**config.mk**
```make
export PLATFORM = sky130hd
export DESIGN_NAME = ps2_mouse_packet_cursor_unit_flat
export DESIGN_NICKNAME = d
export VERILOG_FILES = /design/src/hdl/pmc_pkg.sv /design/src/hdl/pmc_if.sv /design/src/hdl/pmc_packet_front.sv /design/src/hdl/pmc_packet_queue.sv /design/src/hdl/pmc_cursor_back.sv /design/src/hdl/ps2_mouse_packet_cursor_unit.sv /design/src/flat_wrapper.sv
export SDC_FILE = /design/constraint.sdc
export NUM_CORES = 1
export LEC_CHECK = 0
export BUFFER_PORTS_ARGS = -buffer_cell sky130_fd_sc_hd__buf_2
export CORE_ASPECT_RATIO = 0.5
export CORE_UTILIZATION = 30
export CTS_CLUSTER_DIAMETER = 200
export DETAILED_ROUTE_END_ITERATION = 16
export RECOVER_POWER = 50
export SETUP_SLACK_MARGIN = 0.5
export SLEW_MARGIN = 30
export SYNTH_ARGS = -nofsm -noshare
export SYNTH_HDL_FRONTEND = slang
export SYNTH_HIERARCHICAL = 1
export SYNTH_SLANG_ARGS = --single-unit
```
**constraint.sdc**
```tcl
create_clock -name clk -period 10.64 [get_ports clk]
set_clock_uncertainty 0.1 [all_clocks]
set_input_delay 0 -clock clk [delete_from_list [all_inputs] [get_ports clk]]
set_output_delay 0 -clock clk [all_outputs]
set_load 0.01 [all_outputs]
```
**src/hdl/pmc_pkg.sv**
```systemverilog
// pmc_pkg: shared types and constants of the ps/2 mouse packet cursor unit
// no dependencies

`timescale 1ns / 1ps

package pmc_pkg;

  localparam int POSITION_BITS_DEFAULT = 12;
  localparam int FIELD_BITS            = 12;
  localparam int BYTE_BITS             = 8;
  localparam int BUTTON_BITS           = 3;
  localparam int SYNC_BIT              = 3;
  localparam int CFG_INDEX_BITS        = 4;
  localparam int QUEUE_DEPTH           = 2;

  localparam int CURSOR_X_RESET = 320;
  localparam int CURSOR_Y_RESET = 240;

  localparam logic [FIELD_BITS-1:0] X_LIMIT_RESET = FIELD_BITS'(639);
  localparam logic [FIELD_BITS-1:0] Y_LIMIT_RESET = FIELD_BITS'(479);

  localparam logic [CFG_INDEX_BITS-1:0] REG_X_LIMIT = CFG_INDEX_BITS'(0);
  localparam logic [CFG_INDEX_BITS-1:0] REG_Y_LIMIT = CFG_INDEX_BITS'(1);

  typedef struct packed {
    logic [BUTTON_BITS-1:0] buttons;
    logic [BYTE_BITS-1:0]   x_delta;
    logic [BYTE_BITS-1:0]   y_delta;
  } packet_t;

  typedef struct packed {
    logic    push;
    packet_t packet;
  } queue_push_t;

endpackage

```
**src/hdl/pmc_if.sv**
```systemverilog
// pmc_if: handshake channels of the ps/2 mouse packet cursor unit
// depends on pmc_pkg

`timescale 1ns / 1ps

interface pmc_byte_if
  import pmc_pkg::*;
  ();
  logic                 valid;
  logic                 ready;
  logic [BYTE_BITS-1:0] data_byte;

  modport source (output valid, output data_byte, input ready);
  modport sink (input valid, input data_byte, output ready);
endinterface

interface pmc_cursor_if
  import pmc_pkg::*;
  ();
  logic                   valid;
  logic                   ready;
  logic [FIELD_BITS-1:0]  cursor_x;
  logic [FIELD_BITS-1:0]  cursor_y;
  logic [BUTTON_BITS-1:0] buttons;

  modport source (output valid, output cursor_x, output cursor_y, output buttons, input ready);
  modport sink (input valid, input cursor_x, input cursor_y, input buttons, output ready);
endinterface

interface pmc_cfg_if
  import pmc_pkg::*;
  ();
  logic                      valid;
  logic                      ready;
  logic [CFG_INDEX_BITS-1:0] index;
  logic [FIELD_BITS-1:0]     data;

  modport source (output valid, output index, output data, input ready);
  modport sink (input valid, input index, input data, output ready);
endinterface

```
**src/hdl/pmc_packet_front.sv**
```systemverilog
// pmc_packet_front: byte intake, header sync and 3-byte packet assembly
// depends on pmc_pkg and pmc_if

`timescale 1ns / 1ps

module pmc_packet_front
  import pmc_pkg::*;
(
  input  logic              clk,
  input  logic              rst,
  pmc_byte_if.sink          rx,
  input  logic              queue_full,
  output queue_push_t       queue_push
);

  typedef enum logic [2:0] {
    PH_HEADER = 3'b001,
    PH_XDELTA = 3'b010,
    PH_YDELTA = 3'b100
  } phase_t;

  phase_t               phase;
  phase_t               phase_next;
  logic [BYTE_BITS-1:0] header_byte;
  logic [BYTE_BITS-1:0] x_delta_byte;
  logic                 accept;

  // only the closing byte of a packet needs queue space
  assign rx.ready = !(queue_full && (phase == PH_YDELTA));
  assign accept   = rx.valid && rx.ready;

  always_comb begin
    phase_next = phase;
    unique case (phase)
      PH_HEADER: begin
        if (rx.data_byte[SYNC_BIT]) begin
          phase_next = PH_XDELTA;
        end
      end
      PH_XDELTA: phase_next = PH_YDELTA;
      PH_YDELTA: phase_next = PH_HEADER;
      default:   phase_next = PH_HEADER;
    endcase
  end

  always_ff @(posedge clk) begin
    if (rst) begin
      phase <= PH_HEADER;
    end else if (accept) begin
      phase <= phase_next;
    end
  end

  always_ff @(posedge clk) begin
    if (accept && (phase == PH_HEADER)) begin
      header_byte <= rx.data_byte;
    end
    if (accept && (phase == PH_XDELTA)) begin
      x_delta_byte <= rx.data_byte;
    end
  end

  assign queue_push.push           = accept && (phase == PH_YDELTA);
  assign queue_push.packet.buttons = header_byte[BUTTON_BITS-1:0];
  assign queue_push.packet.x_delta = x_delta_byte;
  assign queue_push.packet.y_delta = rx.data_byte;

endmodule

```
**src/hdl/pmc_packet_queue.sv**
```systemverilog
// pmc_packet_queue: short fifo of assembled packets between intake and cursor update
// depends on pmc_pkg

`timescale 1ns / 1ps

module pmc_packet_queue
  import pmc_pkg::*;
(
  input  logic        clk,
  input  logic        rst,
  input  queue_push_t queue_push,
  output logic        full,
  output logic        head_valid,
  output packet_t     head,
  input  logic        pop
);

  // depth is a power of two so the pointers wrap on their own
  localparam int PTR_BITS   = (QUEUE_DEPTH > 1) ? $clog2(QUEUE_DEPTH) : 1;
  localparam int COUNT_BITS = $clog2(QUEUE_DEPTH + 1);

  packet_t               slots [QUEUE_DEPTH];
  logic [PTR_BITS-1:0]   wr_ptr;
  logic [PTR_BITS-1:0]   rd_ptr;
  logic [COUNT_BITS-1:0] count;
  logic                  do_push;
  logic                  do_pop;

  assign full       = (count == COUNT_BITS'(QUEUE_DEPTH));
  assign head_valid = (count != '0);
  assign head       = slots[rd_ptr];
  assign do_push    = queue_push.push && !full;
  assign do_pop     = pop && head_valid;

  always_ff @(posedge clk) begin
    if (rst) begin
      wr_ptr <= '0;
      rd_ptr <= '0;
      count  <= '0;
    end else begin
      if (do_push) begin
        wr_ptr <= wr_ptr + PTR_BITS'(1);
      end
      if (do_pop) begin
        rd_ptr <= rd_ptr + PTR_BITS'(1);
      end
      if (do_push && !do_pop) begin
        count <= count + COUNT_BITS'(1);
      end else if (do_pop && !do_push) begin
        count <= count - COUNT_BITS'(1);
      end
    end
  end

  always_ff @(posedge clk) begin
    if (do_push) begin
      slots[wr_ptr] <= queue_push.packet;
    end
  end

endmodule

```
**src/hdl/pmc_cursor_back.sv**
```systemverilog
// pmc_cursor_back: limit registers, cursor add-and-clamp and result register
// depends on pmc_pkg and pmc_if

`timescale 1ns / 1ps

module pmc_cursor_back
  import pmc_pkg::*;
#(
  parameter int POSITION_BITS = POSITION_BITS_DEFAULT
) (
  input  logic         clk,
  input  logic         rst,
  pmc_cfg_if.sink      cfg,
  input  logic         head_valid,
  input  packet_t      head,
  output logic         pop,
  pmc_cursor_if.source cursor
);

  localparam int SUM_BITS = POSITION_BITS + 2;

  logic [FIELD_BITS-1:0]    x_limit;
  logic [FIELD_BITS-1:0]    y_limit;
  logic [POSITION_BITS-1:0] position_x;
  logic [POSITION_BITS-1:0] position_y;
  logic [POSITION_BITS-1:0] position_x_next;
  logic [POSITION_BITS-1:0] position_y_next;
  logic [BUTTON_BITS-1:0]   buttons;
  logic                     out_valid;
  logic [POSITION_BITS-1:0] x_lim_cut;
  logic [POSITION_BITS-1:0] y_lim_cut;
  logic signed [SUM_BITS-1:0] x_sum;
  logic signed [SUM_BITS-1:0] y_sum;
  logic signed [SUM_BITS-1:0] x_lim_ext;
  logic signed [SUM_BITS-1:0] y_lim_ext;

  assign cfg.ready = 1'b1;

  always_ff @(posedge clk) begin
    if (rst) begin
      x_limit <= X_LIMIT_RESET;
      y_limit <= Y_LIMIT_RESET;
    end else if (cfg.valid) begin
      case (cfg.index)
        REG_X_LIMIT: x_limit <= cfg.data;
        REG_Y_LIMIT: y_limit <= cfg.data;
        default:     ;
      endcase
    end
  end

  // limit cut or widened to the position width
  assign x_lim_cut = POSITION_BITS'(x_limit);
  assign y_lim_cut = POSITION_BITS'(y_limit);
  assign x_lim_ext = signed'({2'b00, x_lim_cut});
  assign y_lim_ext = signed'({2'b00, y_lim_cut});

  // y axis of the mouse points up, so its delta is subtracted
  assign x_sum = signed'({2'b00, position_x}) + SUM_BITS'(signed'(head.x_delta));
  assign y_sum = signed'({2'b00, position_y}) - SUM_BITS'(signed'(head.y_delta));

  always_comb begin
    if (x_sum < 0) begin
      position_x_next = '0;
    end else if (x_sum > x_lim_ext) begin
      position_x_next = x_lim_cut;
    end else begin
      position_x_next = x_sum[POSITION_BITS-1:0];
    end
    if (y_sum < 0) begin
      position_y_next = '0;
    end else if (y_sum > y_lim_ext) begin
      position_y_next = y_lim_cut;
    end else begin
      position_y_next = y_sum[POSITION_BITS-1:0];
    end
  end

  assign pop = head_valid && (!out_valid || cursor.ready);

  always_ff @(posedge clk) begin
    if (rst) begin
      out_valid  <= 1'b0;
      position_x <= POSITION_BITS'(CURSOR_X_RESET);
      position_y <= POSITION_BITS'(CURSOR_Y_RESET);
    end else begin
      if (pop) begin
        out_valid  <= 1'b1;
        position_x <= position_x_next;
        position_y <= position_y_next;
      end else if (cursor.ready) begin
        out_valid <= 1'b0;
      end
    end
  end

  always_ff @(posedge clk) begin
    if (pop) begin
      buttons <= head.buttons;
    end
  end

  // the kept position is also the result register
  assign cursor.valid    = out_valid;
  assign cursor.cursor_x = FIELD_BITS'(position_x);
  assign cursor.cursor_y = FIELD_BITS'(position_y);
  assign cursor.buttons  = buttons;

endmodule

```
**src/hdl/ps2_mouse_packet_cursor_unit.sv**
```systemverilog
// ps2_mouse_packet_cursor_unit: top level of the ps/2 mouse packet cursor unit
// depends on pmc_pkg, pmc_if, pmc_packet_front, pmc_packet_queue, pmc_cursor_back
//
//   channel  direction  carries
//   rx       in         data_byte, one raw mouse byte per transaction
//   cursor   out        cursor_x, cursor_y, buttons, one per complete packet
//   cfg      in         index, data: 0 x_limit, 1 y_limit
//
// one byte per cycle unless a closing byte is held off; a packet's result goes
// through the queue write and then the registered add-and-clamp
// rst is synchronous: cursor at 320,240, limits 639,479, waiting for a header
// a stalled cursor channel fills the two-entry packet queue, then only the
// closing byte of a packet is held off; cfg is always ready

`timescale 1ns / 1ps

module ps2_mouse_packet_cursor_unit
  import pmc_pkg::*;
#(
  parameter int POSITION_BITS = POSITION_BITS_DEFAULT
) (
  input  logic         clk,
  input  logic         rst,
  pmc_byte_if.sink     rx,
  pmc_cursor_if.source cursor,
  pmc_cfg_if.sink      cfg
);

  queue_push_t queue_push;
  logic        queue_full;
  logic        head_valid;
  packet_t     head;
  logic        pop;

  pmc_packet_front u_front (
    .clk        (clk),
    .rst        (rst),
    .rx         (rx),
    .queue_full (queue_full),
    .queue_push (queue_push)
  );

  pmc_packet_queue u_queue (
    .clk        (clk),
    .rst        (rst),
    .queue_push (queue_push),
    .full       (queue_full),
    .head_valid (head_valid),
    .head       (head),
    .pop        (pop)
  );

  pmc_cursor_back #(
    .POSITION_BITS (POSITION_BITS)
  ) u_back (
    .clk        (clk),
    .rst        (rst),
    .cfg        (cfg),
    .head_valid (head_valid),
    .head       (head),
    .pop        (pop),
    .cursor     (cursor)
  );

endmodule

```
**src/flat_wrapper.sv**
```systemverilog
// flat-port wrapper written by rule: the top's interface ports become plain ports
module ps2_mouse_packet_cursor_unit_flat import pmc_pkg::*;
#(
  parameter int POSITION_BITS = POSITION_BITS_DEFAULT
)
  (clk, rst, rx_valid, rx_data_byte, rx_ready, cursor_valid, cursor_cursor_x, cursor_cursor_y, cursor_buttons, cursor_ready, cfg_valid, cfg_index, cfg_data, cfg_ready);
  pmc_byte_if rx_i ();
  pmc_cursor_if cursor_i ();
  pmc_cfg_if cfg_i ();
  input  logic clk;
  input  logic rst;
  input wire logic [$bits(rx_i.valid)-1:0] rx_valid;
  input wire logic [$bits(rx_i.data_byte)-1:0] rx_data_byte;
  output wire logic [$bits(rx_i.ready)-1:0] rx_ready;
  output wire logic [$bits(cursor_i.valid)-1:0] cursor_valid;
  output wire logic [$bits(cursor_i.cursor_x)-1:0] cursor_cursor_x;
  output wire logic [$bits(cursor_i.cursor_y)-1:0] cursor_cursor_y;
  output wire logic [$bits(cursor_i.buttons)-1:0] cursor_buttons;
  input wire logic [$bits(cursor_i.ready)-1:0] cursor_ready;
  input wire logic [$bits(cfg_i.valid)-1:0] cfg_valid;
  input wire logic [$bits(cfg_i.index)-1:0] cfg_index;
  input wire logic [$bits(cfg_i.data)-1:0] cfg_data;
  output wire logic [$bits(cfg_i.ready)-1:0] cfg_ready;
  assign rx_i.valid = rx_valid;
  assign rx_i.data_byte = rx_data_byte;
  assign rx_ready = rx_i.ready;
  assign cursor_valid = cursor_i.valid;
  assign cursor_cursor_x = cursor_i.cursor_x;
  assign cursor_cursor_y = cursor_i.cursor_y;
  assign cursor_buttons = cursor_i.buttons;
  assign cursor_i.ready = cursor_ready;
  assign cfg_i.valid = cfg_valid;
  assign cfg_i.index = cfg_index;
  assign cfg_i.data = cfg_data;
  assign cfg_ready = cfg_i.ready;
  ps2_mouse_packet_cursor_unit #(.POSITION_BITS(POSITION_BITS)) u_core (.clk(clk), .rst(rst), .rx(rx_i), .cursor(cursor_i), .cfg(cfg_i));
endmodule
```
==> flow_summary.ini, run 1 <==
[placed_design]
place_ws_ns = 5.29
routabilityCongestion = 0.912
placed_area_mm2 = 0.00670
port_buffers = 57
dpl.hpwl_um = 11100

[clock_tree]
numCtsBuffers = 9
cts-root-buf = clkbuf_16
post_cts_buffers = 0
clk_latency_ns = 0.36
clk_pin_slew_worst_paths_ns = 0.08
cts_tree = built
htree_levels = 3
cts_num_sinks = 109
cts_max_path_buffers = 2

[logic_synthesis]
synth_edf_count = 52
ys_warn_count = 6
async_flop_share = 0
synth_area_leaders = edfxtp_1 25%, dfxtp_1 18%, ha_1 10%
syn-num-nets = 701
syn_inst = 619
seq_area_frac_synth = 0.435
yosysMostFrequentCell = nand2_1
netlist_top_cells_count = 73 x nand2_1, 57 x dfxtp_1, 52 x edfxtp_1, 51 x ha_1, 51 x inv_1
syn_area_per_cell_um2 = 10.0
syn_area_mm2 = 0.00621
ys_types = 70
synth_top_area_cell = edfxtp_1
synth-seq-cells = 109
synth_flop_cell = dfxtp_1
synth_top_area_frac = 0.251

[grt]
antenna_found_initial = 0
gr-total-overflow = 0
grtUsageTotal = 0.142
grt_pass1_vias = 4606
grt_max_degree = 47
grt_pass1_wl_um = 23500

[power]
ir_drop_mv = 0.0694
pwr_density_cell_mw_per_mm2 = 113
p_leak_uw = 0.00278

[timing]
tns_ns = 0
finalCriticalPeriod_ns = 5.41
layout_setup_ws_ns = 5.23
hold_violations = 0
max_freq_mhz = 185
slew_viol_final = 0
rsz0062_at_grt = no
post-route-period-util = 0.509
finalSetupViolCount = 0
worst_pin_slew_ns = 0.943
maxSlewHeadroom = 0.370

[final_layout]
drive_gt1_frac = 0.129
layout.nets = 766
n_antenna_cell = 0
fin_area_mm2 = 0.00719
area_delta_synth_final_pct = 15.7
utilization = 0.362

[worst_setup_path]
reg2regPathDepth = 18
cp_data_required_time_ns = 10.76
critPathKind = flop to flop
critPathMaxFanout = 19
end_kind = flop
reg2reg_slack_ns = 5.23
cp_data_arrival_time_ns = 5.53
r2r-end = u_core/u_back/cursor.cursor_x[0]
start_kind = flop

[die]
coreArea_mm2 = 0.0199
die_h_um = 104
die_x_um = 206
die_area_mm2 = 0.0213
ioPinCount = 59
num_rows = 36
initial_utilization = 0.313

[worst_hold_path]
hp-class = primary input to flop
hp-start = rst
holdPathStages = 3
hold_end = u_core/u_queue/count[0]

[routing]
drt-total-wl_um = 14800
via_count = 4724
post_drt_wl_per_cell_um = 15.5
drtIter0Drc = 353
dr.pass1.iters = 4
ant_nets = 0
drc = 0
viasPerCell = 4.95

[outcome]
status = finished clean

[run]
maxCapViolCount = 0
area by class of cell:
cell class	count	area (um2)
multi-input cells	429	3150
fillers	1965	12700
repair buffers	84	503
clock buffers	9	225
flip-flops and latches	109	2700
clock inverters	7	80.1
inverters	51	191
well taps	266	333
cell usage in the layout, fill, tap and decap left out, types with 3 or more instances in the layout:
cell,Yosys,routed
nand2_1,73,73
dfxtp_1,57,57
edfxtp_1,52,52
inv_1,51,51
ha_1,51,51
clkbuf_1,13,33
a21oi_1,33,33
nor2_1,32,32
buf_2,4,25
dlygate4sd3_1,0,22
mux2_2,19,19
xnor2_1,16,16
o21ai_0,16,16
o211ai_1,14,14
nand4_1,14,14
o21a_1,11,11
nand3b_1,11,11
a211o_1,10,10
clkbuf_16,0,9
nor2b_1,8,8
a21o_1,8,8
o311ai_0,8,8
or3_1,7,7
o211ai_2,7,7
nand3_1,6,6
nand2b_1,5,5
o31ai_1,5,5
xor2_1,5,5
o311ai_1,5,5
mux2i_1,5,5
nor3_1,4,4
a31oi_1,4,4
a211oi_1,4,4
buf_4,11,3
a211oi_2,3,3
nor4_1,3,3
a31o_2,3,3
power by group:
group          leakage [uW]  switching [uW]  total [uW]  internal (uW)
combinational       0.00170            16.9        32.1           15.2
clock              0.000146             170         339            169
sequential         0.000930            2.64         443            441
through the flow:
| stage | hold slack [ns] | total power [uW] | std cells |
|---|---|---|---|
| after floorplan | -0.0309 | 468 | 619 |
| after global placement | 0.110 | 479 | 916 |
| after detailed placement | 0.118 | 480 | 916 |
| after CTS | 0.0921 | 824 | 954 |
| after global routing | 0.116 | 842 | 955 |
| final | 0.0763 | 814 | 955 |
how the worst max path moves through the flow:
stage	startpoint	endpoint	slack, ns	cells after the start
after floorplan	flop	u_core/u_back/cursor.cursor_x[10]	6.24	18
after global placement	flop	u_core/u_back/cursor.cursor_x[8]	5.41	18
after detailed placement	flop	u_core/u_back/cursor.cursor_x[0]	5.29	18
after CTS	flop	u_core/u_back/cursor.cursor_x[0]	5.25	18
after global routing	flop	u_core/u_back/cursor.cursor_x[8]	4.85	18
final	flop	u_core/u_back/cursor.cursor_x[0]	5.23	18
cell families after synthesis:
kind of cell | count (synthesis) | share of synthesized area
muxes | 24 | 0.0425
AOI/OAI and AO/OA | 152 | 0.184
buffers and inverters | 81 | 0.0576
other | 1 | 0.000604
DFF | 109 | 0.435
and+or+nand+nor | 178 | 0.142
xor gates and xnor gates | 21 | 0.0296
adders and majority gates | 53 | 0.109
worst max-delay path, cell delays in order, from the launching register on:
cell,delay (ns)
dfxtp_1,0.90
mux2_2,0.43
ha_1,0.22
inv_1,0.08
fa_1,0.20
nor2b_1,0.07
o31a_2,0.31
o31ai_2,0.27
a21boi_1,0.14
a21oi_1,0.20
xnor2_1,0.11
ha_1,0.30
nand4_1,0.11
or2_2,0.32
a211oi_1,0.18
o22ai_1,0.13
a21oi_2,0.46
or3_1,0.55
o311ai_1,0.18
flip-flops by register name (all words and copies together) (netlist names), 2 cells and up, named ones only:
register                       cells
u_core/u_back/x_lim_cut           12
u_core/u_queue/count               2
u_core/u_queue/slots              38
u_core/u_back/cursor.cursor_x     12
u_core/u_back/cursor.buttons       3
u_core/u_back/cursor.cursor_y     12
u_core/u_front/x_delta_byte        8
u_core/u_back/y_lim_cut           12
u_core/u_front/header_byte         3
u_core/u_front/phase               3
layer usage:
layer,track usage,share of wire,wire [um],vias to the layer above
met3,0.0334,0.041,609,27
met1,0.182,0.48,7020,2222
met4,0.0460,0.021,310,0
met2,0.234,0.46,6820,89
met5,0,0,0,-
li1,-,-,-,2386
what timing repair did:
action	CTS	global route
hold buffers	22	0
gates resized for setup	0	0
hold endpoints to repair	55	0
Note: power is estimated with default switching activity, not from simulation.
==> run 2, diff against run 1 <==
Clock period 10.64 ns to 5.13 ns, I/O delays scaled along.
==> run 2 against run 1 <==
Net effect:
- first-iteration DRC count is 26% lower
- setup slack worse by 4.5 ns
- global-route usage hardly changed
- die area stayed put
- power is 110% higher
- combinational power is 110% higher
- utilization is 1.0 points higher
- wire length is 2.8% higher
- final cell count is 1.3% higher
==> flow_summary.ini, run 2 (synthesis results as in run 1) <==
[outcome]
status = finished clean

[final_layout]
largest_register_ffs = 38
drive_gt1_frac = 0.158
regMostFlops = u_core/u_queue/slots
final_cell_mix = 73 x nand2_1, 56 x dfxtp_1, 52 x edfxtp_1, 51 x inv_1, 51 x ha_1
multi_input_area_mm2 = 0.00324
layout_commonest_cell = nand2_1
area_delta_synth_final_pct = 19.0
layout.nets = 778
regArea_mm2 = 0.00271
stdcell_count = 967
n_antenna_cell = 0
num-fill-cells = 1979

[run]
maxCapViolCount = 0

[worst_setup_path]
cp_data_arrival_time_ns = 4.56
start_kind = flop
critPathMaxFanout = 8
critPathKind = flop to flop
cp_data_required_time_ns = 5.29
end_kind = flop

[timing]
finalSetupViolCount = 0
rsz0062_at_grt = yes
hold_violations = 0
post-route-period-util = 0.857
slew_viol_final = 0
max_freq_mhz = 228
finalCriticalPeriod_ns = 4.40
worst_pin_slew_ns = 1.06
tns_ns = 0
maxSlewHeadroom = 0.292

[die]
initial_utilization = 0.313
die_area_mm2 = 0.0213
ioPinCount = 59
coreArea_mm2 = 0.0199
die_h_um = 104
die_x_um = 206
num_rows = 36

[clock_tree]
numCtsBuffers = 9
clk_pin_slew_worst_paths_ns = 0.09
htree_levels = 3
cts_tree = built
cts-root-buf = clkbuf_16
cts_max_path_buffers = 2
cts_num_sinks = 109
clk_latency_ns = 0.36

[routing]
drt-total-wl_um = 15200
dr.pass1.iters = 5
drc = 0
post_drt_wl_per_cell_um = 15.7
ant_nets = 0
viasPerCell = 4.98
drtIter0Drc = 261
via_count = 4813

[placed_design]
dpl.hpwl_um = 11100
routabilityCongestion = 0.843
port_buffers = 57
dp_cells = 919

[power]
p_leak_uw = 0.00288
pwr_density_cell_mw_per_mm2 = 230
ir_drop_mv = 0.153

[grt]
grt_pass1_wl_um = 23800
gr-total-overflow = 0
grt_use_met2 = 0.231
antenna_found_initial = 0
grt.met1_usage = 0.191
grt_busiest_layer = met2
grtUsageTotal = 0.142
gr-usage-met3 = 0.0305
grt_max_degree = 47
grt_pass1_vias = 4608

[worst_hold_path]
hp-start = rst
hp-class = primary input to flop
[run 2: path summary, 6_finish.rpt]
kind,endpoint,slack (ns),cells past startpoint
min,u_core/u_queue/count[0],0.07,3
max,u_core/u_back/cursor.cursor_x[1],0.73,17
min reg2reg,u_core/u_queue/slots[1][15],0.35,0
max reg2reg,u_core/u_back/cursor.cursor_x[1],0.73,17
[run 2: layout make-up]
type | count | area share
multi-input combinational | 430 | 0.439
inverter | 51 | 0.0259
clock buffer | 9 | 0.0305
tap | 266 | 0.0450
sequential | 109 | 0.366
timing repair buffer | 95 | 0.0822
clock inverter | 7 | 0.0115
[run 2: where the power goes]
| group | total [uW] | switching (uW) | internal, uW | leakage (uW) |
|---|---|---|---|---|
| clock network | 713 | 361 | 352 | 0.000147 |
| logic | 67.9 | 35.4 | 32.5 | 0.00180 |
| registers | 919 | 5.34 | 913 | 0.000931 |
| total | 1700 | 402 | 1300 | 0.00288 |
[run 2: critical path, stage by stage (launching register included)]
cell and delay [ns]:
dfxtp_4 0.41, mux2_2 0.36, ha_1 0.31, a211oi_2 0.31
o21ai_2 0.14, a2111oi_4 0.39, buf_4 0.17, nor2_1 0.06
xnor2_2 0.19, ha_1 0.31, nand4_1 0.13, or2_4 0.30
a211oi_4 0.20, o22ai_4 0.12, nor3b_4 0.30, buf_2 0.25
o311ai_2 0.11, o311ai_2 0.13
[run 2: repair_timing]
item | in CTS | in global routing
pin swaps | 0 | 7
setup buffers | 0 | 8
gates cloned | 0 | 2
gates resized for setup | 6 | 22
endpoints found under the setup margin | 12 | 23
hold buffers | 22 | 0
hold endpoints to repair | 55 | 0
[run 2: per-layer routing]
metal  wire length (um)  share of wire
met2               7200           0.47
met1               7190           0.47
met4                171          0.011
met5                  0              0
met3                599          0.039
[run 2: per-stage QoR]
step / total power (uW) / setup slack [ns] / area [um2] / hold slack (ns) / utilization
2_1_floorplan: 971 / 0.726 / 6210 / -0.0309 / -
3_3_place_gp: 993 / 0.389 / 6720 / 0.108 / 0.338
3_5_place_dp: 995 / 0.195 / 6720 / 0.110 / 0.338
4_1_cts: 1720 / 0.534 / 7270 / 0.0849 / 0.366
5_1_grt: 1760 / 0.452 / 7390 / 0.105 / 0.372
6_report: 1700 / 0.734 / 7390 / 0.0690 / 0.372
